==> config.mk <==
export PLATFORM = sky130hd
export DESIGN_NAME = bawe_div
export DESIGN_NICKNAME = d
export VERILOG_FILES = /design/src/bawe_pkg.sv /design/src/bawe_div.sv
export SDC_FILE = /design/constraint.sdc
export NUM_CORES = 1
export LEC_CHECK = 0
export BUFFER_PORTS_ARGS = -buffer_cell sky130_fd_sc_hd__buf_2
export CORE_MARGIN = 2
export CORE_UTILIZATION = 53
export CTS_CLUSTER_SIZE = 14
export DETAILED_ROUTE_END_ITERATION = 12
export GPL_TIMING_DRIVEN = 0
export MAX_ROUTING_LAYER = met4
export PLACE_DENSITY = 0.77
export SYNTH_ARGS = -nofsm -noshare
export SYNTH_HDL_FRONTEND = slang
export SYNTH_SLANG_ARGS = --single-unit
==> constraint.sdc <==
create_clock -name clk -period 3.1 [get_ports clk]
set_input_delay 0.93 -clock clk [delete_from_list [all_inputs] [get_ports clk]]
set_output_delay 0.93 -clock clk [all_outputs]
set_load 0.1 [all_outputs]
==> src/bawe_pkg.sv <==
package bawe_pkg;

    localparam int WORD_W     = 64;
    localparam int ACC_W      = 48;
    localparam int DIVISOR_W  = 16;
    localparam int DIVIDEND_W = ACC_W + 1;
    localparam int ROOT_W     = WORD_W / 2;
    localparam int STEP_W     = 5;
    localparam int OP_W       = 5;
    localparam int COND_W     = 4;

    typedef struct packed {
        logic [31:0] sample;
        logic        restart;
    } item_t;

    typedef struct packed {
        logic [15:0] blocks_seen;
        logic [31:0] throws;
        logic [31:0] running_mean;
        logic [31:0] running_error;
        logic        full_res;
    } result_t;

    typedef struct packed {
        logic [OP_W-1:0]   op;
        logic [COND_W-1:0] cond;
        logic [STEP_W-1:0] target;
    } ctrl_t;

    localparam logic REG_BLOCK_LENGTH = 1'b0;
    localparam logic REG_MEASURE_MODE = 1'b1;

    localparam logic [OP_W-1:0] OP_NOP      = 5'd0;
    localparam logic [OP_W-1:0] OP_ACCEPT   = 5'd1;
    localparam logic [OP_W-1:0] OP_LOAD_V   = 5'd2;
    localparam logic [OP_W-1:0] OP_ADD_V    = 5'd3;
    localparam logic [OP_W-1:0] OP_DIV_LEN  = 5'd4;
    localparam logic [OP_W-1:0] OP_MEAN     = 5'd5;
    localparam logic [OP_W-1:0] OP_ADD_SQ   = 5'd6;
    localparam logic [OP_W-1:0] OP_DIV_KM   = 5'd7;
    localparam logic [OP_W-1:0] OP_AVG      = 5'd8;
    localparam logic [OP_W-1:0] OP_DIV_KS   = 5'd9;
    localparam logic [OP_W-1:0] OP_AVGSQ    = 5'd10;
    localparam logic [OP_W-1:0] OP_VAR      = 5'd11;
    localparam logic [OP_W-1:0] OP_DIV_KM1  = 5'd12;
    localparam logic [OP_W-1:0] OP_SQRT_GO  = 5'd13;
    localparam logic [OP_W-1:0] OP_ERR      = 5'd14;
    localparam logic [OP_W-1:0] OP_EMIT     = 5'd15;
    localparam logic [OP_W-1:0] OP_SQ_LO    = 5'd16;
    localparam logic [OP_W-1:0] OP_SQ_X     = 5'd17;
    localparam logic [OP_W-1:0] OP_SQ_ADD   = 5'd18;
    localparam logic [OP_W-1:0] OP_SQ_RND   = 5'd19;

    localparam logic [COND_W-1:0] C_NEXT     = 4'd0;
    localparam logic [COND_W-1:0] C_GOTO     = 4'd1;
    localparam logic [COND_W-1:0] C_NO_REQ   = 4'd2;
    localparam logic [COND_W-1:0] C_FULL     = 4'd3;
    localparam logic [COND_W-1:0] C_MODE0    = 4'd4;
    localparam logic [COND_W-1:0] C_BUSY     = 4'd5;
    localparam logic [COND_W-1:0] C_NOT_END  = 4'd6;
    localparam logic [COND_W-1:0] C_FIRST    = 4'd7;
    localparam logic [COND_W-1:0] C_OUT_BUSY = 4'd8;
    localparam logic [COND_W-1:0] C_CALL     = 4'd9;
    localparam logic [COND_W-1:0] C_RET      = 4'd10;

    localparam logic [STEP_W-1:0] S_IDLE      = 5'd0;
    localparam logic [STEP_W-1:0] S_ADD       = 5'd4;
    localparam logic [STEP_W-1:0] S_WAIT_LEN  = 5'd7;
    localparam logic [STEP_W-1:0] S_WAIT_KM   = 5'd11;
    localparam logic [STEP_W-1:0] S_WAIT_KS   = 5'd14;
    localparam logic [STEP_W-1:0] S_WAIT_KM1  = 5'd19;
    localparam logic [STEP_W-1:0] S_WAIT_SQRT = 5'd21;
    localparam logic [STEP_W-1:0] S_WAIT_OUT  = 5'd23;
    localparam logic [STEP_W-1:0] S_SQ        = 5'd25;

    function automatic ctrl_t ucode(input logic [STEP_W-1:0] step);
        ctrl_t cw;
        unique case (step)
            5'd0:    cw = '{OP_ACCEPT,  C_NO_REQ,   S_IDLE};
            5'd1:    cw = '{OP_NOP,     C_FULL,     S_IDLE};
            5'd2:    cw = '{OP_LOAD_V,  C_MODE0,    S_ADD};
            5'd3:    cw = '{OP_NOP,     C_CALL,     S_SQ};
            5'd4:    cw = '{OP_ADD_V,   C_NEXT,     S_IDLE};
            5'd5:    cw = '{OP_NOP,     C_NOT_END,  S_IDLE};
            5'd6:    cw = '{OP_DIV_LEN, C_NEXT,     S_IDLE};
            5'd7:    cw = '{OP_NOP,     C_BUSY,     S_WAIT_LEN};
            5'd8:    cw = '{OP_MEAN,    C_CALL,     S_SQ};
            5'd9:    cw = '{OP_ADD_SQ,  C_NEXT,     S_IDLE};
            5'd10:   cw = '{OP_DIV_KM,  C_NEXT,     S_IDLE};
            5'd11:   cw = '{OP_NOP,     C_BUSY,     S_WAIT_KM};
            5'd12:   cw = '{OP_AVG,     C_NEXT,     S_IDLE};
            5'd13:   cw = '{OP_DIV_KS,  C_NEXT,     S_IDLE};
            5'd14:   cw = '{OP_NOP,     C_BUSY,     S_WAIT_KS};
            5'd15:   cw = '{OP_AVGSQ,   C_FIRST,    S_WAIT_OUT};
            5'd16:   cw = '{OP_NOP,     C_CALL,     S_SQ};
            5'd17:   cw = '{OP_VAR,     C_NEXT,     S_IDLE};
            5'd18:   cw = '{OP_DIV_KM1, C_NEXT,     S_IDLE};
            5'd19:   cw = '{OP_NOP,     C_BUSY,     S_WAIT_KM1};
            5'd20:   cw = '{OP_SQRT_GO, C_NEXT,     S_IDLE};
            5'd21:   cw = '{OP_NOP,     C_BUSY,     S_WAIT_SQRT};
            5'd22:   cw = '{OP_ERR,     C_NEXT,     S_IDLE};
            5'd23:   cw = '{OP_NOP,     C_OUT_BUSY, S_WAIT_OUT};
            5'd24:   cw = '{OP_EMIT,    C_GOTO,     S_IDLE};
            5'd25:   cw = '{OP_SQ_LO,   C_NEXT,     S_IDLE};
            5'd26:   cw = '{OP_SQ_X,    C_NEXT,     S_IDLE};
            5'd27:   cw = '{OP_SQ_ADD,  C_NEXT,     S_IDLE};
            5'd28:   cw = '{OP_SQ_RND,  C_RET,      S_IDLE};
            default: cw = '{OP_NOP,     C_GOTO,     S_IDLE};
        endcase
        return cw;
    endfunction

endpackage

==> src/bawe_div.sv <==
module bawe_div
    import bawe_pkg::*;
(
    input  logic                  clk,
    input  logic                  rst_n,
    input  logic                  start,
    input  logic [ACC_W-1:0]      dividend,
    input  logic [DIVISOR_W-1:0]  divisor,
    output logic                  busy,
    output logic [DIVIDEND_W-1:0] quotient
);

    localparam int CNT_W = $clog2(DIVIDEND_W + 1);

    logic [DIVIDEND_W-1:0] num_reg, num_next;
    logic [DIVISOR_W-1:0]  rem_reg, rem_next;
    logic [DIVISOR_W-1:0]  den_reg, den_next;
    logic [CNT_W-1:0]      cnt_reg, cnt_next;
    logic                  busy_reg, busy_next;
    logic [DIVISOR_W:0]    trial;
    logic                  fits;

    assign trial = {rem_reg, num_reg[DIVIDEND_W-1]};
    assign fits  = trial >= {1'b0, den_reg};

    always_comb
    begin
        num_next  = num_reg;
        rem_next  = rem_reg;
        den_next  = den_reg;
        cnt_next  = cnt_reg;
        busy_next = busy_reg;
        if (start)
        begin
            num_next  = {1'b0, dividend} + DIVIDEND_W'(divisor >> 1);
            rem_next  = '0;
            den_next  = divisor;
            cnt_next  = CNT_W'(DIVIDEND_W);
            busy_next = 1'b1;
        end
        else if (busy_reg)
        begin
            rem_next  = fits ? DIVISOR_W'(trial - {1'b0, den_reg}) : DIVISOR_W'(trial);
            num_next  = {num_reg[DIVIDEND_W-2:0], fits};
            cnt_next  = cnt_reg - CNT_W'(1);
            busy_next = cnt_reg != CNT_W'(1);
        end
    end

    always_ff @(posedge clk or negedge rst_n)
    begin
        if (!rst_n)
        begin
            cnt_reg  <= '0;
            busy_reg <= 1'b0;
        end
        else
        begin
            cnt_reg  <= cnt_next;
            busy_reg <= busy_next;
        end
    end

    always_ff @(posedge clk)
    begin
        num_reg <= num_next;
        rem_reg <= rem_next;
        den_reg <= den_next;
    end

    assign busy     = busy_reg;
    assign quotient = num_reg;

endmodule

==> results.toml <==
[clock_tree]
clock_sinks = 88
htreeDepth = 3
cts_buffer_depth = 2
clk-insertion-delay-late_ns = 0.37
cts_tree = "done"
numCtsBuffers = 9
cts_root_buffer = "clkbuf_8"
clk_pin_slew_ns = 0.09

[synthesis]
synth_area_per_cell_um2 = 9.73
netlist_instances = 594
ys_seq_area_share_pct = 42.3
ys_types = 59
ys.flop_type = "edfxtp_1"
synth_edf_count = 65
yosysWarnings = 0
syn_nets = 696
syn-cell-area_um2 = 5780
ys_ff_latch = 88
async_reset_ff_share_pct = 7.95

[sta]
hold_viol_final = 0
worst_pin_slew_ns = 0.774
min_period_ns = 3.01
max_freq_ghz = 0.332
finalSetupViolations = 0
slew_viol_final = 0
fin_skew_ns = 0.00817
slew_headroom_pct = 48.2
fin_setup_tns_ns = 0
fin_ws_ns = 0.0903
fin_crit_sh_pct = 97.1
rsz0062_at_grt = "false"

[critical_path]
arrival_ns = 3.11
path_max_fanout = 6
rrSetupSlack_ns = 0.18
cp-end-kind = "flop"
cp_data_required_time_ns = 3.20
rr_worst_depth = 9
critPathKind = "in2reg"
start_kind = "input pin"

[run]
max_cap_viol_count = 0

[worst_hold_path]
hold_class = "in2async"

[global_route]
gr-usage-met1_pct = 33.2
gr-total-overflow = 0
grt_pass1_wl_um = 23700
grt_pass1_vias = 4964
groute.layer.met2.usage_pct = 42.7
antenna_found_initial = 1
top_usage_layer = "met2"
grt_max_degree = 48
grt.total_usage_pct = 26.5
met3_usage_pct = 4.46

[pwr]
total_leakage_power_uw = 0.00287
power_density_nw_per_um2 = 530
ir_drop_uv = 403

[die]
core_area_um2 = 10700
die_y_um = 108
die_x_um = 108
num_rows = 38
initial_core_util_pct = 53.8
die_area_um2 = 11800
ios = 117

[placed_design]
port_buffers = 116
preCtsSetupSlack_ns = -0.629
dpl.hpwl_um = 11100
gp_congestion = 0.917
dpl_cell_area_um2 = 6570

[run_status]
status = "complete, no violations"

[routing]
drt_iter0_drc = 324
post_drt_wl_per_cell_um = 16.9
vias_per_cell = 5.80
wirelength_um = 14800
routed-via-count = 5068
drc = 0
antenna_left = 0
drtPass1Iterations = 6

[finish]
areaGrowthSynthToFinish_pct = 18.4
drive_gt1_share_pct = 23.7
final_common_cell = "buf_2"
nNetsFinal = 830
final_area_um2 = 6850
largest_reg_flops = 49
final_cell_mix = "buf_2 (117), nor2_1 (68), edfxtp_1 (65)"
[cell usage after synthesis, types with 15 or more instances]
| cell | count | area share (%) |
|---|---|---|
| nor2_1 | 68 | 4.4 |
| edfxtp_1 | 65 | 34 |
| a21oi_1 | 48 | 4.2 |
| xnor2_1 | 41 | 6.2 |
| inv_1 | 34 | 2.2 |
| ha_1 | 33 | 7.1 |
| nand2_1 | 33 | 2.1 |
| nand3_1 | 24 | 2.1 |
| o21ai_0 | 22 | 1.9 |
| xor2_1 | 18 | 2.7 |
| clkbuf_1 | 17 | 1.1 |
| dfxtp_1 | 16 | 5.5 |
| a211oi_1 | 15 | 1.9 |
[stage by stage]
step                hold WS [ns]  utilization, %  instances  power, µW
detailed placement         0.491            61.1        851       2790
CTS                        0.368            63.4        870       3630
global placement           0.451            60.9        850       2780
finish                     0.373            63.7        874       3630
global route               0.368            63.7        874       3780
floorplan                  0.437               -        594       2530
[timing repair]
item / CTS / global route
gates cloned: 1 / 0
setup endpoints to repair: 22 / 23
pin swaps: 1 / 2
gates resized for setup: 3 / 4
hold buffers: 0 / 0
setup buffers: 2 / 3
[routing by layer]
| layer | vias to the layer above | part of all wire (%) |
|---|---|---|
| met5 | - | 0 |
| met4 | 0 | 2.3 |
| met3 | 32 | 4.9 |
| met2 | 163 | 48 |
| met1 | 2419 | 45 |
| li1 | 2454 | - |
[layout make-up]
type / instances / area (µm²)
clock inverter: 3 / 21.3
fill: 913 / 3900
inverter: 34 / 128
clock buffer: 13 / 190
buffer: 21 / 101
tap: 140 / 175
sequential: 88 / 2450
timing repair buffer: 123 / 646
multi-input combinational: 451 / 3140
antenna: 1 / 2.50
[cells by family after synthesis]
family	after synthesis	synth area share, %
xor+xnor	59	8.94
compound gates	136	15.0
fa+ha+maj	35	7.84
mux	21	3.94
flops	88	42.3
buf+inv	55	3.72
simple gates	200	18.3
[power by group]
part	total, µW	leakage, µW	internal (µW)	switching [µW]
clock	832	0.000107	407	425
combinational	1330	0.00190	315	1010
sequential	1470	0.000871	1400	65.4
[worst max-delay path, cell delays in order]
cell and delay, ns:
buf_2 0.11, ha_2 0.21, fa_2 0.38, a211oi_2 0.26, o21ba_4 0.22, o211a_1 0.15
o211ai_1 0.08, buf_4 0.17, buf_4 0.14, and4b_1 0.19, xnor2_1 0.18, a21oi_1 0.10
[worst paths after layout]
kind	from	end
max in group asynchronous	rst_n	cnt_reg[3]
setup reg to reg	den_reg[1]	quotient[0]
hold reg to reg	rem_reg[9]	rem_reg[9]
min in group clk	rem_reg[9]	rem_reg[9]
setup / recovery	divisor[1]	quotient[44]
hold / removal	rst_n	busy
Power figures use the tool's default switching activity.
