==> src/bawe_pkg.sv <==
package bawe_pkg;

    localparam int WORD_W     = 64;
    localparam int ACC_W      = 48;
    localparam int DIVISOR_W  = 16;
    localparam int DIVIDEND_W = ACC_W + 1;
    localparam int ROOT_W     = WORD_W / 2;
    localparam int STEP_W     = 5;
    localparam int OP_W       = 5;
    localparam int COND_W     = 4;

    typedef struct packed {
        logic [31:0] sample;
        logic        restart;
    } item_t;

    typedef struct packed {
        logic [15:0] blocks_seen;
        logic [31:0] throws;
        logic [31:0] running_mean;
        logic [31:0] running_error;
        logic        full_res;
    } result_t;

    typedef struct packed {
        logic [OP_W-1:0]   op;
        logic [COND_W-1:0] cond;
        logic [STEP_W-1:0] target;
    } ctrl_t;

    localparam logic REG_BLOCK_LENGTH = 1'b0;
    localparam logic REG_MEASURE_MODE = 1'b1;

    localparam logic [OP_W-1:0] OP_NOP      = 5'd0;
    localparam logic [OP_W-1:0] OP_ACCEPT   = 5'd1;
    localparam logic [OP_W-1:0] OP_LOAD_V   = 5'd2;
    localparam logic [OP_W-1:0] OP_ADD_V    = 5'd3;
    localparam logic [OP_W-1:0] OP_DIV_LEN  = 5'd4;
    localparam logic [OP_W-1:0] OP_MEAN     = 5'd5;
    localparam logic [OP_W-1:0] OP_ADD_SQ   = 5'd6;
    localparam logic [OP_W-1:0] OP_DIV_KM   = 5'd7;
    localparam logic [OP_W-1:0] OP_AVG      = 5'd8;
    localparam logic [OP_W-1:0] OP_DIV_KS   = 5'd9;
    localparam logic [OP_W-1:0] OP_AVGSQ    = 5'd10;
    localparam logic [OP_W-1:0] OP_VAR      = 5'd11;
    localparam logic [OP_W-1:0] OP_DIV_KM1  = 5'd12;
    localparam logic [OP_W-1:0] OP_SQRT_GO  = 5'd13;
    localparam logic [OP_W-1:0] OP_ERR      = 5'd14;
    localparam logic [OP_W-1:0] OP_EMIT     = 5'd15;
    localparam logic [OP_W-1:0] OP_SQ_LO    = 5'd16;
    localparam logic [OP_W-1:0] OP_SQ_X     = 5'd17;
    localparam logic [OP_W-1:0] OP_SQ_ADD   = 5'd18;
    localparam logic [OP_W-1:0] OP_SQ_RND   = 5'd19;

    localparam logic [COND_W-1:0] C_NEXT     = 4'd0;
    localparam logic [COND_W-1:0] C_GOTO     = 4'd1;
    localparam logic [COND_W-1:0] C_NO_REQ   = 4'd2;
    localparam logic [COND_W-1:0] C_FULL     = 4'd3;
    localparam logic [COND_W-1:0] C_MODE0    = 4'd4;
    localparam logic [COND_W-1:0] C_BUSY     = 4'd5;
    localparam logic [COND_W-1:0] C_NOT_END  = 4'd6;
    localparam logic [COND_W-1:0] C_FIRST    = 4'd7;
    localparam logic [COND_W-1:0] C_OUT_BUSY = 4'd8;
    localparam logic [COND_W-1:0] C_CALL     = 4'd9;
    localparam logic [COND_W-1:0] C_RET      = 4'd10;

    localparam logic [STEP_W-1:0] S_IDLE      = 5'd0;
    localparam logic [STEP_W-1:0] S_ADD       = 5'd4;
    localparam logic [STEP_W-1:0] S_WAIT_LEN  = 5'd7;
    localparam logic [STEP_W-1:0] S_WAIT_KM   = 5'd11;
    localparam logic [STEP_W-1:0] S_WAIT_KS   = 5'd14;
    localparam logic [STEP_W-1:0] S_WAIT_KM1  = 5'd19;
    localparam logic [STEP_W-1:0] S_WAIT_SQRT = 5'd21;
    localparam logic [STEP_W-1:0] S_WAIT_OUT  = 5'd23;
    localparam logic [STEP_W-1:0] S_SQ        = 5'd25;

    function automatic ctrl_t ucode(input logic [STEP_W-1:0] step);
        ctrl_t cw;
        unique case (step)
            5'd0:    cw = '{OP_ACCEPT,  C_NO_REQ,   S_IDLE};
            5'd1:    cw = '{OP_NOP,     C_FULL,     S_IDLE};
            5'd2:    cw = '{OP_LOAD_V,  C_MODE0,    S_ADD};
            5'd3:    cw = '{OP_NOP,     C_CALL,     S_SQ};
            5'd4:    cw = '{OP_ADD_V,   C_NEXT,     S_IDLE};
            5'd5:    cw = '{OP_NOP,     C_NOT_END,  S_IDLE};
            5'd6:    cw = '{OP_DIV_LEN, C_NEXT,     S_IDLE};
            5'd7:    cw = '{OP_NOP,     C_BUSY,     S_WAIT_LEN};
            5'd8:    cw = '{OP_MEAN,    C_CALL,     S_SQ};
            5'd9:    cw = '{OP_ADD_SQ,  C_NEXT,     S_IDLE};
            5'd10:   cw = '{OP_DIV_KM,  C_NEXT,     S_IDLE};
            5'd11:   cw = '{OP_NOP,     C_BUSY,     S_WAIT_KM};
            5'd12:   cw = '{OP_AVG,     C_NEXT,     S_IDLE};
            5'd13:   cw = '{OP_DIV_KS,  C_NEXT,     S_IDLE};
            5'd14:   cw = '{OP_NOP,     C_BUSY,     S_WAIT_KS};
            5'd15:   cw = '{OP_AVGSQ,   C_FIRST,    S_WAIT_OUT};
            5'd16:   cw = '{OP_NOP,     C_CALL,     S_SQ};
            5'd17:   cw = '{OP_VAR,     C_NEXT,     S_IDLE};
            5'd18:   cw = '{OP_DIV_KM1, C_NEXT,     S_IDLE};
            5'd19:   cw = '{OP_NOP,     C_BUSY,     S_WAIT_KM1};
            5'd20:   cw = '{OP_SQRT_GO, C_NEXT,     S_IDLE};
            5'd21:   cw = '{OP_NOP,     C_BUSY,     S_WAIT_SQRT};
            5'd22:   cw = '{OP_ERR,     C_NEXT,     S_IDLE};
            5'd23:   cw = '{OP_NOP,     C_OUT_BUSY, S_WAIT_OUT};
            5'd24:   cw = '{OP_EMIT,    C_GOTO,     S_IDLE};
            5'd25:   cw = '{OP_SQ_LO,   C_NEXT,     S_IDLE};
            5'd26:   cw = '{OP_SQ_X,    C_NEXT,     S_IDLE};
            5'd27:   cw = '{OP_SQ_ADD,  C_NEXT,     S_IDLE};
            5'd28:   cw = '{OP_SQ_RND,  C_RET,      S_IDLE};
            default: cw = '{OP_NOP,     C_GOTO,     S_IDLE};
        endcase
        return cw;
    endfunction

endpackage

==> src/bawe_isqrt.sv <==
module bawe_isqrt
    import bawe_pkg::*;
(
    input  logic              clk,
    input  logic              rst_n,
    input  logic              start,
    input  logic [WORD_W-1:0] operand,
    output logic              busy,
    output logic [ROOT_W-1:0] root
);

    logic [WORD_W-1:0] x_reg, x_next;
    logic [WORD_W-1:0] res_reg, res_next;
    logic [WORD_W-1:0] bit_reg, bit_next;
    logic              busy_reg, busy_next;
    logic [WORD_W-1:0] trial;
    logic              fits;

    assign trial = res_reg + bit_reg;
    assign fits  = x_reg >= trial;

    always_comb
    begin
        x_next    = x_reg;
        res_next  = res_reg;
        bit_next  = bit_reg;
        busy_next = busy_reg;
        if (start)
        begin
            x_next    = operand;
            res_next  = '0;
            bit_next  = WORD_W'(1) << (WORD_W - 2);
            busy_next = 1'b1;
        end
        else if (busy_reg)
        begin
            x_next    = fits ? x_reg - trial : x_reg;
            res_next  = fits ? (res_reg >> 1) + bit_reg : res_reg >> 1;
            bit_next  = bit_reg >> 2;
            busy_next = (bit_reg >> 2) != '0;
        end
    end

    always_ff @(posedge clk or negedge rst_n)
    begin
        if (!rst_n)
        begin
            bit_reg  <= '0;
            busy_reg <= 1'b0;
        end
        else
        begin
            bit_reg  <= bit_next;
            busy_reg <= busy_next;
        end
    end

    always_ff @(posedge clk)
    begin
        x_reg   <= x_next;
        res_reg <= res_next;
    end

    assign busy = busy_reg;
    assign root = res_reg[ROOT_W-1:0];

endmodule

==> config.mk <==
export PLATFORM = sky130hd
export DESIGN_NAME = bawe_isqrt
export DESIGN_NICKNAME = d
export VERILOG_FILES = /design/src/bawe_pkg.sv /design/src/bawe_isqrt.sv
export SDC_FILE = /design/constraint.sdc
export NUM_CORES = 1
export LEC_CHECK = 0
export BUFFER_PORTS_ARGS = -buffer_cell sky130_fd_sc_hd__buf_2
export CAP_MARGIN = 10
export CELL_PAD_IN_SITES_DETAIL_PLACEMENT = 2
export CELL_PAD_IN_SITES_GLOBAL_PLACEMENT = 2
export CORE_MARGIN = 2
export CORE_UTILIZATION = 37
export CTS_CLUSTER_DIAMETER = 60
export DETAILED_ROUTE_END_ITERATION = 16
export GPL_TIMING_DRIVEN = 1
export PLACE_DENSITY = 0.91
export SLEW_MARGIN = 20
export SYNTH_ARGS = -nofsm -noshare
export SYNTH_HDL_FRONTEND = slang
export SYNTH_SLANG_ARGS = --single-unit
==> constraint.sdc <==
create_clock -name clk -period 13.15 [get_ports clk]
set_input_delay 0.6575 -clock clk [delete_from_list [all_inputs] [get_ports clk]]
set_output_delay 0.6575 -clock clk [all_outputs]
set_load 0.01 [all_outputs]
==> reports/metrics.cfg, run 1 <==
[worst_setup_path]
cp.depth=20
worstPathRequired_ns=13.25
reg2reg_from=bit_reg[2]
worstSetupStartpoint=bit_reg[2]
path_buf_inv=2
cp.arrival_ns=7.75
start_kind=flip-flop
rrSetupSlack_ns=5.50
slowest_delay_ns=0.91
endpoint=x_reg[59]
crit_slowest_cell=a2111oi_0
rr_worst_depth=20
r2r-end=x_reg[59]
crit_path_end_kind=flip-flop
crit_family=compound AO/OA/AOI/OAI gates
critPathKind=flip-flop to flip-flop
worst-path-max-fanout=64
crit_chain=ha_1 > a21oi_1 > o21ai_0 > a31oi_1 > nor3_1 > o211ai_1 > a2111oi_0 > o21ai_0 > a21boi_0 > xnor2_1 > ha_1 > nand4_1 > nor4_1 > nand4_1 > a21oi_1 > o21ai_4 > and2_2 > buf_4 > o21ai_4 > buf_4

[final_layout]
layout_commonest_cell=nand2_1
multi_input_area_um2=11040
register_area_um2=4033
nets=2227
fillers=4852
drive_gt1_frac=0.09207
num_antenna_cells=0
layout_common_cells=238 x nand2_1, 214 x nor2_1, 184 x o21ai_0
final_cells=2581
syn_to_final_growth_pct=7.377

[grt]
grt_pass1_vias=18170
grt_use_total=0.3145
met3_usage=0.03753
antenna_found_initial=2
grt.met2_usage=0.5244
grt_max_degree=102
use_met1=0.4114
top_usage_layer=met2
grt_overflow=0
grt_first_pass_wirelength_um=109400

[place]
routabilityCongestion=0.9217
port_buffers=99
hpwlAfterDp_um=50680
placedCellCount=2549

[sta]
setup_viol=0
tightest_slew_ns=1.137
rsz0062_at_grt=no
relSlewSlack=0.2395
final.min_clock_period_ns=7.648
hold_viol_final=0
fin_tns_setup_ns=0
slew_violations=0
finalCritPeriodShare=0.5816
fmax_mhz=130.7
skew_ns=0.01515

[synth]
synthesis.nets=2248
synth_area_per_cell_um2=7.760
seq_area_frac_synth=0.2532
ys.flop_type=edfxtp_1
async_flop_share=0.2050
synth_area_um2=15910
yosys_warnings=0
synth_edf_count=64
synth-seq-cells=161
synthCells=2050
ys_types=81

[route]
drc=0
via_per_inst=6.570
first_pass_iters=5
avgRoutedWirePerCell_um=27.00
vias=16960
drt_iter0_drc=1529
antenna_left=0
drt-total-wl_um=69690

[power_and_ir_drop]
p_leak_nw=6.699
p_per_area_nw_per_um2=252.4
total_power_mw=4.312
ir_worst_vdd_v=0.0001113

[cts]
holdBufCountCts=0
cts_sinks=161
cts_buffers=17
cts_root_buf=clkbuf_16
htreeDepth=4
cts_tree=built
cts-resized-gates=0
insertion_delay_ns=0.49
clock_path_buffers=2
post_cts_buffers=0
clkTransAtPathRegs_ns=0.08

[floorplanning]
start_util=0.3767
core-area_um2=42230
die_w_um=211.4
num_rows=75
dieArea_um2=44670
fp.dieH_um=211.4
io-pin-count=100

[job]
maxCapViolations=0

[outcome]
status=finished, final reports clean

[worst_hold_path]
hold_path_class=input port to async pin

==> logic make-up (layout without fill, tap and decap cells) <==
| family | count (synthesis) | after routing | share of synthesized area |
|---|---|---|---|
| mux | 46 | 46 | 0.02933 |
| compound gates | 665 | 665 | 0.2722 |
| flops | 161 | 161 | 0.2532 |
| simple gates | 711 | 711 | 0.2065 |
| xor+xnor | 148 | 148 | 0.08148 |
| fa+ha+maj | 131 | 131 | 0.1035 |
| buf+inv | 188 | 180 | 0.05372 |
==> final cells by class <==
cell class                      count  area share
Clock buffer                       21     0.02944
Tap cell                          539     0.03948
Timing Repair Buffer              109     0.03377
Clock inverter                     11    0.006519
Inverter                           39    0.008570
Sequential cell                   161      0.2361
Multi-Input combinational cell   1701      0.6462
==> routing by layer <==
metal / share of wire / routed length [µm]
met1: 0.43 / 30280
met2: 0.47 / 32990
met3: 0.052 / 3599
met4: 0.040 / 2797
met5: 0.00037 / 26
==> stage by stage <==
stage / setup WS [ns] / util / area [µm²] / hold WS [ns]
6_report: 5.502 / 0.4045 / 17080 / 0.2642
2_1_floorplan: 3.327 / - / 15910 / 0.3619
4_1_cts: 5.707 / 0.4045 / 17080 / 0.2733
5_1_grt: 5.217 / 0.4045 / 17080 / 0.3118
3_5_place_dp: 5.802 / 0.3900 / 16470 / 0.5247
3_3_place_gp: 6.307 / 0.3900 / 16470 / 0.4873
==> power by group <==
group          leakage, nW  total, mW  internal [mW]  switching, mW
sequential            1.64      0.985          0.751          0.234
combinational         4.76       2.77          0.923           1.85
clock                0.308      0.554          0.298          0.257
==> synth_stat cells (all sizes together) (13+ instances only) <==
master  instances  area share
mux2i          41       0.026
nor2b          16      0.0063
nor4           20      0.0079
a31oi          59       0.024
and2           19      0.0075
ha            130        0.10
a21o           27       0.013
inv            39      0.0092
dfrtp          33       0.052
o31ai          15      0.0071
nor2          215       0.051
dfxtp          64       0.081
and3           15      0.0059
a31o           19       0.010
or3            20      0.0079
o21a           17      0.0080
clkbuf         98       0.023
o211ai         18      0.0085
nand2         238       0.056
nand3          38       0.012
buf            51       0.021
a211oi         46       0.022
nand4          59       0.023
xor2           73       0.040
a311oi         19       0.010
nor3           29      0.0091
edfxtp         64        0.12
nand2b         13      0.0051
xnor2          75       0.041
o21ai         193       0.062
o21bai         25       0.012
a21oi         136       0.043
==> worst register-to-register path: stages (launching register included) <==
cell       delay [ns]
dfrtp_1          0.46
ha_1             0.39
a21oi_1          0.16
o21ai_0          0.42
a31oi_1          0.28
nor3_1           0.50
o211ai_1         0.22
a2111oi_0        0.91
o21ai_0          0.24
a21boi_0         0.30
xnor2_1          0.11
ha_1             0.50
nand4_1          0.17
nor4_1           0.49
nand4_1          0.17
a21oi_1          0.24
o21ai_4          0.11
and2_2           0.21
buf_4            0.32
o21ai_4          0.27
buf_4            0.77
==> worst min-delay path by stage <==
stage	from	to	slack, ns	cells past startpoint
floorplan	rst_n	bit_reg[0]	0.36	0
global placement	res_reg[0]	res_reg[0]	0.49	2
detailed placement	res_reg[0]	res_reg[0]	0.52	2
CTS	rst_n	bit_reg[60]	0.27	1
global route	rst_n	bit_reg[60]	0.31	1
finish	rst_n	bit_reg[56]	0.26	1
(Power assumes the default switching activity.)
==> inputs of run 2 (changes only) <==
==> constraint.sdc (replaced) <==
create_clock -name clk -period 7.3 [get_ports clk]
set_input_delay 0.365 -clock clk [delete_from_list [all_inputs] [get_ports clk]]
set_output_delay 0.365 -clock clk [all_outputs]
set_load 0.01 [all_outputs]
==> run 2 against run 1 <==
Net effect:
- sequential share of layout area decreased by 0.053 points
- fmax increased by 10%
- design area increased by 0.23%
- via count up 0.50%
==> reports/metrics.cfg, run 2 (synthesis results as in run 1) <==
[route]
drt-total-wl_um=70470  ; +1.1%
vias=17040  ; +0.50%
first_pass_iters=5  ; unchanged
avgRoutedWirePerCell_um=27.20  ; +0.72%
antenna_left=0  ; unchanged
drt_iter0_drc=1442  ; -5.7%
dr.max_layer_used=met4
wl_met1_um=30500  ; +0.74%
drc=0  ; unchanged
wl_met3_um=3334  ; -7.4%
via_per_inst=6.577  ; +0.11%
wl_met2_um=34040  ; +3.2%

[final_layout]
nets=2237  ; +0.45%
layout_common_cells=238 x nand2_1, 214 x nor2_1, 184 x o21ai_0
drive_gt1_frac=0.09552  ; +0.003450
num_antenna_cells=0  ; unchanged
layout_commonest_cell=nand2_1
final_area_um2=17120  ; +0.23%
syn_to_final_growth_pct=7.621

[floorplanning]
io-pin-count=100  ; unchanged
die_w_um=211.4  ; unchanged
start_util=0.3767  ; unchanged
fp.dieH_um=211.4  ; unchanged
core-area_um2=42230  ; unchanged
dieArea_um2=44670  ; unchanged
num_rows=75  ; unchanged

[grt]
grt_pass1_vias=18310  ; +0.79%
grt_max_degree=84  ; -18%
antenna_found_initial=0  ; -2
grt_use_total=0.3164  ; +0.001945
grt_overflow=0  ; unchanged
grt_first_pass_wirelength_um=109900  ; +0.38%

[place]
hpwlAfterDp_um=50460  ; -0.44%
routabilityCongestion=0.9206  ; -0.12%
placed_area_um2=16560  ; +0.56%
port_buffers=99  ; unchanged

[cts]
cts_root_buf=clkbuf_16
clkTransAtPathRegs_ns=0.09  ; about the same
htreeDepth=4  ; unchanged
cts_tree=built
cts_buffers=17  ; unchanged
insertion_delay_ns=0.50  ; about the same
clock_path_buffers=2  ; unchanged
cts_sinks=161  ; unchanged

[sta]
finalCritPeriodShare=0.9512  ; +0.3696
setup_viol=0  ; unchanged
final.min_clock_period_ns=6.944  ; -0.7043 ns
rsz0062_at_grt=no
fmax_mhz=144.0  ; +10%
skew_ns=0.02289  ; +0.007743 ns
hold_viol_final=0  ; unchanged
relSlewSlack=0.2233  ; -0.01616
slew_violations=0  ; unchanged
tightest_slew_ns=1.161  ; +0.02415 ns
fin_tns_setup_ns=0  ; unchanged

[power_and_ir_drop]
ir_worst_vdd_v=0.0002573  ; +130%
p_leak_nw=6.720  ; +0.31%
p_per_area_nw_per_um2=448.9  ; +78%

[worst_setup_path]
worst-path-max-fanout=35  ; -45%
worstPathRequired_ns=7.69  ; -5.56 ns
crit_path_end_kind=flip-flop
critPathKind=flip-flop to flip-flop
cp.arrival_ns=7.33  ; -0.42 ns
start_kind=flip-flop

[outcome]
status=finished, final reports clean

[worst_hold_path]
hold_path_class=input port to flip-flop

[job]
maxCapViolations=0  ; unchanged

[run 2: changes by cell type in the layout (fill, tap and decap cells not counted), sizes merged]
cell / change
buf: +9
bufinv: -1
clkbuf: -3
clkinv: -1
clkinvlp: +2
dlygate4sd3: +1
inv: +3
[run 2: power by group]
| part | total (mW) | leakage (nW) | switching (mW) | internal [mW] |
|---|---|---|---|---|
| logic | 5.01 | 4.82 | 3.30 | 1.71 |
| clock network | 0.933 | 0.267 | 0.487 | 0.446 |
| registers | 1.74 | 1.64 | 0.394 | 1.35 |
[run 2: repair_timing]
action	in CTS	in global routing
hold endpoints to repair	33	0
resized for setup	0	1
endpoints found under the setup margin	0	11
setup buffers	0	0
hold buffers	1	0
[run 2: cell type report]
type	instances	area, µm²
sequential	161	4033
tap	539	674.4
clock buffer	18	429.2
multi-input combinational	1701	11040
clock inverter	14	120.1
timing repair buffer	119	679.4
fill	4868	25110
inverter	39	146.4
[run 2: worst max-delay path, stage by stage, from the launching register on]
cell,delay (ns)
dfrtp_1,0.46
ha_1,0.45
a211oi_1,0.11
a211oi_1,0.57
a31oi_1,0.30
o21ai_0,0.42
a21boi_0,0.25
o21bai_1,0.29
a21bo_2,0.20
a31oi_1,0.10
xor2_1,0.18
ha_1,0.41
a21oi_1,0.23
o21ai_0,0.17
a221oi_1,0.48
o221ai_1,0.19
a211oi_1,0.52
and2_4,0.56
buf_4,0.35
a21oi_1,0.09
xnor2_1,0.15
a211oi_1,0.29
[run 2: worst paths after layout]
path	start	end	slack, ns	cells past startpoint
max in group asynchronous	rst_n	busy	6.17	2
worst max-delay path	bit_reg[4]	res_reg[19]	0.36	21
worst min register to register	res_reg[63]	res_reg[63]	0.58	1
worst max register to register	bit_reg[4]	res_reg[19]	0.36	21
min in group asynchronous	rst_n	bit_reg[54]	0.51	2
worst min-delay path	operand[39]	x_reg[39]	0.15	3
[run 2: layer usage]
layer / vias up / global-route usage
li1: 7555 / -
met1: 8712 / 0.4051
met2: 606 / 0.5377
met3: 168 / 0.04005
met4: 0 / 0.1316
met5: - / 0
[run 2: through the flow]
step | power (mW) | util | hold slack [ns] | cells | setup WS (ns)
after floorplan | 4.998 | - | 0.06941 | 2050 | 0.4424
after global placement | 6.119 | 0.3922 | 0.4664 | 2558 | 0.8183
after detailed placement | 6.456 | 0.3922 | 0.5014 | 2558 | 0.3525
after CTS | 7.554 | 0.4054 | 0.1248 | 2591 | 0.2398
after global routing | 8.134 | 0.4055 | 0.1670 | 2591 | 0.09656
final | 7.686 | 0.4055 | 0.1475 | 2591 | 0.3560
==> inputs of run 3 (changes only) <==
--- a/config.mk
+++ b/config.mk
@@ -9,12 +9,14 @@
 export CAP_MARGIN = 10
 export CELL_PAD_IN_SITES_DETAIL_PLACEMENT = 2
 export CELL_PAD_IN_SITES_GLOBAL_PLACEMENT = 2
+export CORE_ASPECT_RATIO = 1.25
 export CORE_MARGIN = 2
 export CORE_UTILIZATION = 37
 export CTS_CLUSTER_DIAMETER = 60
 export DETAILED_ROUTE_END_ITERATION = 16
 export GPL_TIMING_DRIVEN = 1
 export PLACE_DENSITY = 0.91
+export RECOVER_POWER = 50
 export SLEW_MARGIN = 20
 export SYNTH_ARGS = -nofsm -noshare
 export SYNTH_HDL_FRONTEND = slang
==> run 3 against run 2 <==
Net effect:
- the run now ends with capacitance limit, slew limit left
- sequential power about the same
- worst hold slack worse by 0.0074 ns
- utilization up 0.085 points
- first-iteration DRC count up 32%
- global-route usage up 3.1 points
- clock power up 10%
- largest cell class unchanged
- largest power group unchanged
- highest routed layer is now met5
==> reports/metrics.cfg, run 3 (synthesis results as in run 1) <==
[worst_setup_path]
reg2reg_from=bit_reg[6]
worstSetupStartpoint=bit_reg[6]
crit_family=compound AO/OA/AOI/OAI gates
path_buf_inv=1  ; unchanged
start_kind=flip-flop
worst-path-max-fanout=48  ; +37%
r2r-end=res_reg[27]
rr_worst_depth=21  ; unchanged
crit_slowest_cell=o31ai_2
rrSetupSlack_ns=0.11  ; -0.24 ns
slowest_delay_ns=0.67  ; +0.10 ns
crit_chain=ha_1 > nand4_1 > o21ai_1 > a21boi_1 > o31ai_2 > a31o_2 > a21oi_1 > o31ai_2 > a21oi_1 > nor3_1 > ha_1 > nand4_1 > nor4_1 > nand4_1 > a21oi_1 > o21ai_4 > nand2_1 > buf_12 > o21ai_0 > xor2_1 > a211oi_1
critPathKind=flip-flop to flip-flop
worstPathRequired_ns=7.68  ; about the same
crit_path_end_kind=flip-flop
cp.arrival_ns=7.57  ; +0.24 ns

[grt]
grt_pass1_vias=19520  ; +6.6%
grt_first_pass_wirelength_um=120900  ; +10%
grt_use_total=0.3474  ; +0.03098
grt_overflow=0  ; unchanged
grt_max_degree=124  ; +48%
antenna_found_initial=1  ; +1

[cts]
post_cts_buffers=0  ; unchanged
clkTransAtPathRegs_ns=0.08  ; about the same
htreeDepth=4  ; unchanged
cts_tree=built
clock_path_buffers=2  ; unchanged
cts_buffers=17  ; unchanged
cts_root_buf=clkbuf_16
cts_sinks=161  ; unchanged
insertion_delay_ns=0.50  ; about the same

[floorplanning]
io-pin-count=100  ; unchanged
fp.dieH_um=235.8  ; +12%
die_w_um=189.5  ; -10%
dieArea_um2=44680  ; about the same
core-area_um2=42250  ; about the same
num_rows=84  ; +12%
start_util=0.3765  ; about the same

[place]
placed_area_um2=16560  ; unchanged
hpwlAfterDp_um=49510  ; -1.9%
routabilityCongestion=0.9352  ; +1.6%
port_buffers=99  ; unchanged
placedCellCount=2573  ; +0.59%

[final_layout]
nets=2233  ; -0.18%
layout_common_cells=238 x nand2_1, 214 x nor2_1, 183 x o21ai_0
final_cells=2607  ; +0.62%
syn_to_final_growth_pct=7.904
layout_commonest_cell=nand2_1
num_antenna_cells=0  ; unchanged
fillers=4789  ; -1.6%
multi_input_area_um2=11060  ; +0.16%
register_area_um2=4029  ; about the same
final_area_um2=17170  ; +0.26%
drive_gt1_frac=0.07715  ; -0.01837

[worst_hold_path]
hold_depth=3  ; unchanged
worstHoldEndpoint=x_reg[39]
hp-start=operand[39]
hold_path_class=input port to flip-flop

[power_and_ir_drop]
ir_worst_vdd_v=0.0002453  ; -4.7%
p_per_area_nw_per_um2=471.0  ; +4.9%
p_leak_nw=6.610  ; -1.6%

[sta]
hold_viol_final=0  ; unchanged
skew_ns=0.01851  ; -0.004383 ns
final.min_clock_period_ns=7.187  ; +0.2434 ns
relSlewSlack=-0.6156  ; -0.8389
fmax_mhz=139.1  ; -3.4%
slew_violations=107  ; +107
setup_viol=0  ; unchanged
fin_tns_setup_ns=0  ; unchanged
tightest_slew_ns=2.423  ; +1.263 ns
finalCritPeriodShare=0.9846  ; +0.03334

[route]
avgRoutedWirePerCell_um=30.77  ; +13%
antenna_left=0  ; unchanged
drt_iter0_drc=1898  ; +32%
first_pass_iters=6  ; +1
drt-total-wl_um=80230  ; +14%
via_per_inst=6.929  ; +5.3%
vias=18060  ; +6.0%
drc=0  ; unchanged

[job]
maxCapViolations=3  ; +3

[outcome]
status=finished, violations left
violations=capacitance limit, slew limit

[run 3: changes by cell type in the layout (fill, tap and decap cells not counted), moves of 2 or more]
cell / previous run / this run
inv_6: 6 / 3
buf_4: 17 / 8
clkinv_2: 2 / 0
inv_8: 1 / 4
buf_2: 98 / 65
o31ai_1: 15 / 13
clkbuf_16: 17 / 21
clkbuf_1: 1 / 36
o31ai_2: 0 / 2
[run 3: worst reg2reg max path, cell delays in order, from the launching register on]
cell and delay [ns]:
dfrtp_1 0.46, ha_1 0.42, nand4_1 0.14, o21ai_1 0.43, a21boi_1 0.24, o31ai_2 0.42
a31o_2 0.28, a21oi_1 0.15, o31ai_2 0.67, a21oi_1 0.16, nor3_1 0.41, ha_1 0.38
nand4_1 0.33, nor4_1 0.64, nand4_1 0.22, a21oi_1 0.30, o21ai_4 0.17, nand2_1 0.17
buf_12 0.27, o21ai_0 0.25, xor2_1 0.19, a211oi_1 0.35
[run 3: final cells by class]
cell class	instances	area share
clock buffers	22	0.03141
well taps	559	0.04074
repair buffers	114	0.03506
clock inverters	10	0.005466
inverters	39	0.008528
flip-flops and latches	161	0.2347
multi-input cells	1702	0.6441
[run 3: how the worst max path moves through the flow]
stage             endpoint  slack [ns]  depth (start not counted)
3_5_place_dp    res_reg[5]        0.25                         21
5_1_grt        res_reg[27]       -0.09                         21
2_1_floorplan     x_reg[0]        0.44                         22
3_3_place_gp   res_reg[59]        0.80                         21
6_report       res_reg[27]        0.11                         21
4_1_cts         res_reg[5]        0.09                         22
[run 3: repair_timing]
item / in CTS / in global routing
endpoints found under the hold margin: 5 / 0
resized for setup: 3 / 6
setup endpoints to repair: 94 / 101
pin swaps: 0 / 1
hold buffers: 1 / 0
cloned: 0 / 1
[run 3: power by group]
group	internal [mW]	switching [mW]	total, mW
combinational	1.70	3.58	5.28
sequential	1.35	0.422	1.77
clock	0.540	0.495	1.03
[run 3: stage by stage]
stage                     total power [mW]    util  worst slack [ns]  hold slack [ns]
after global placement               6.060  0.3920            0.7955           0.4776
after floorplan                      4.998       -            0.4424          0.06941
final                                8.085  0.4063            0.1126           0.1401
after detailed placement             6.467  0.3920            0.2484           0.5051
after global routing                 8.426  0.4063          -0.09324           0.1643
after CTS                            7.851  0.4074           0.09249           0.1392
[run 3: per-layer routing]
metal,GRT usage,part of all wire,up-vias
li1,-,-,7555
met3,0.05818,0.070,444
met1,0.4094,0.38,8954
met2,0.5768,0.47,1108
met5,0,0.00011,-
met4,0.2354,0.076,2
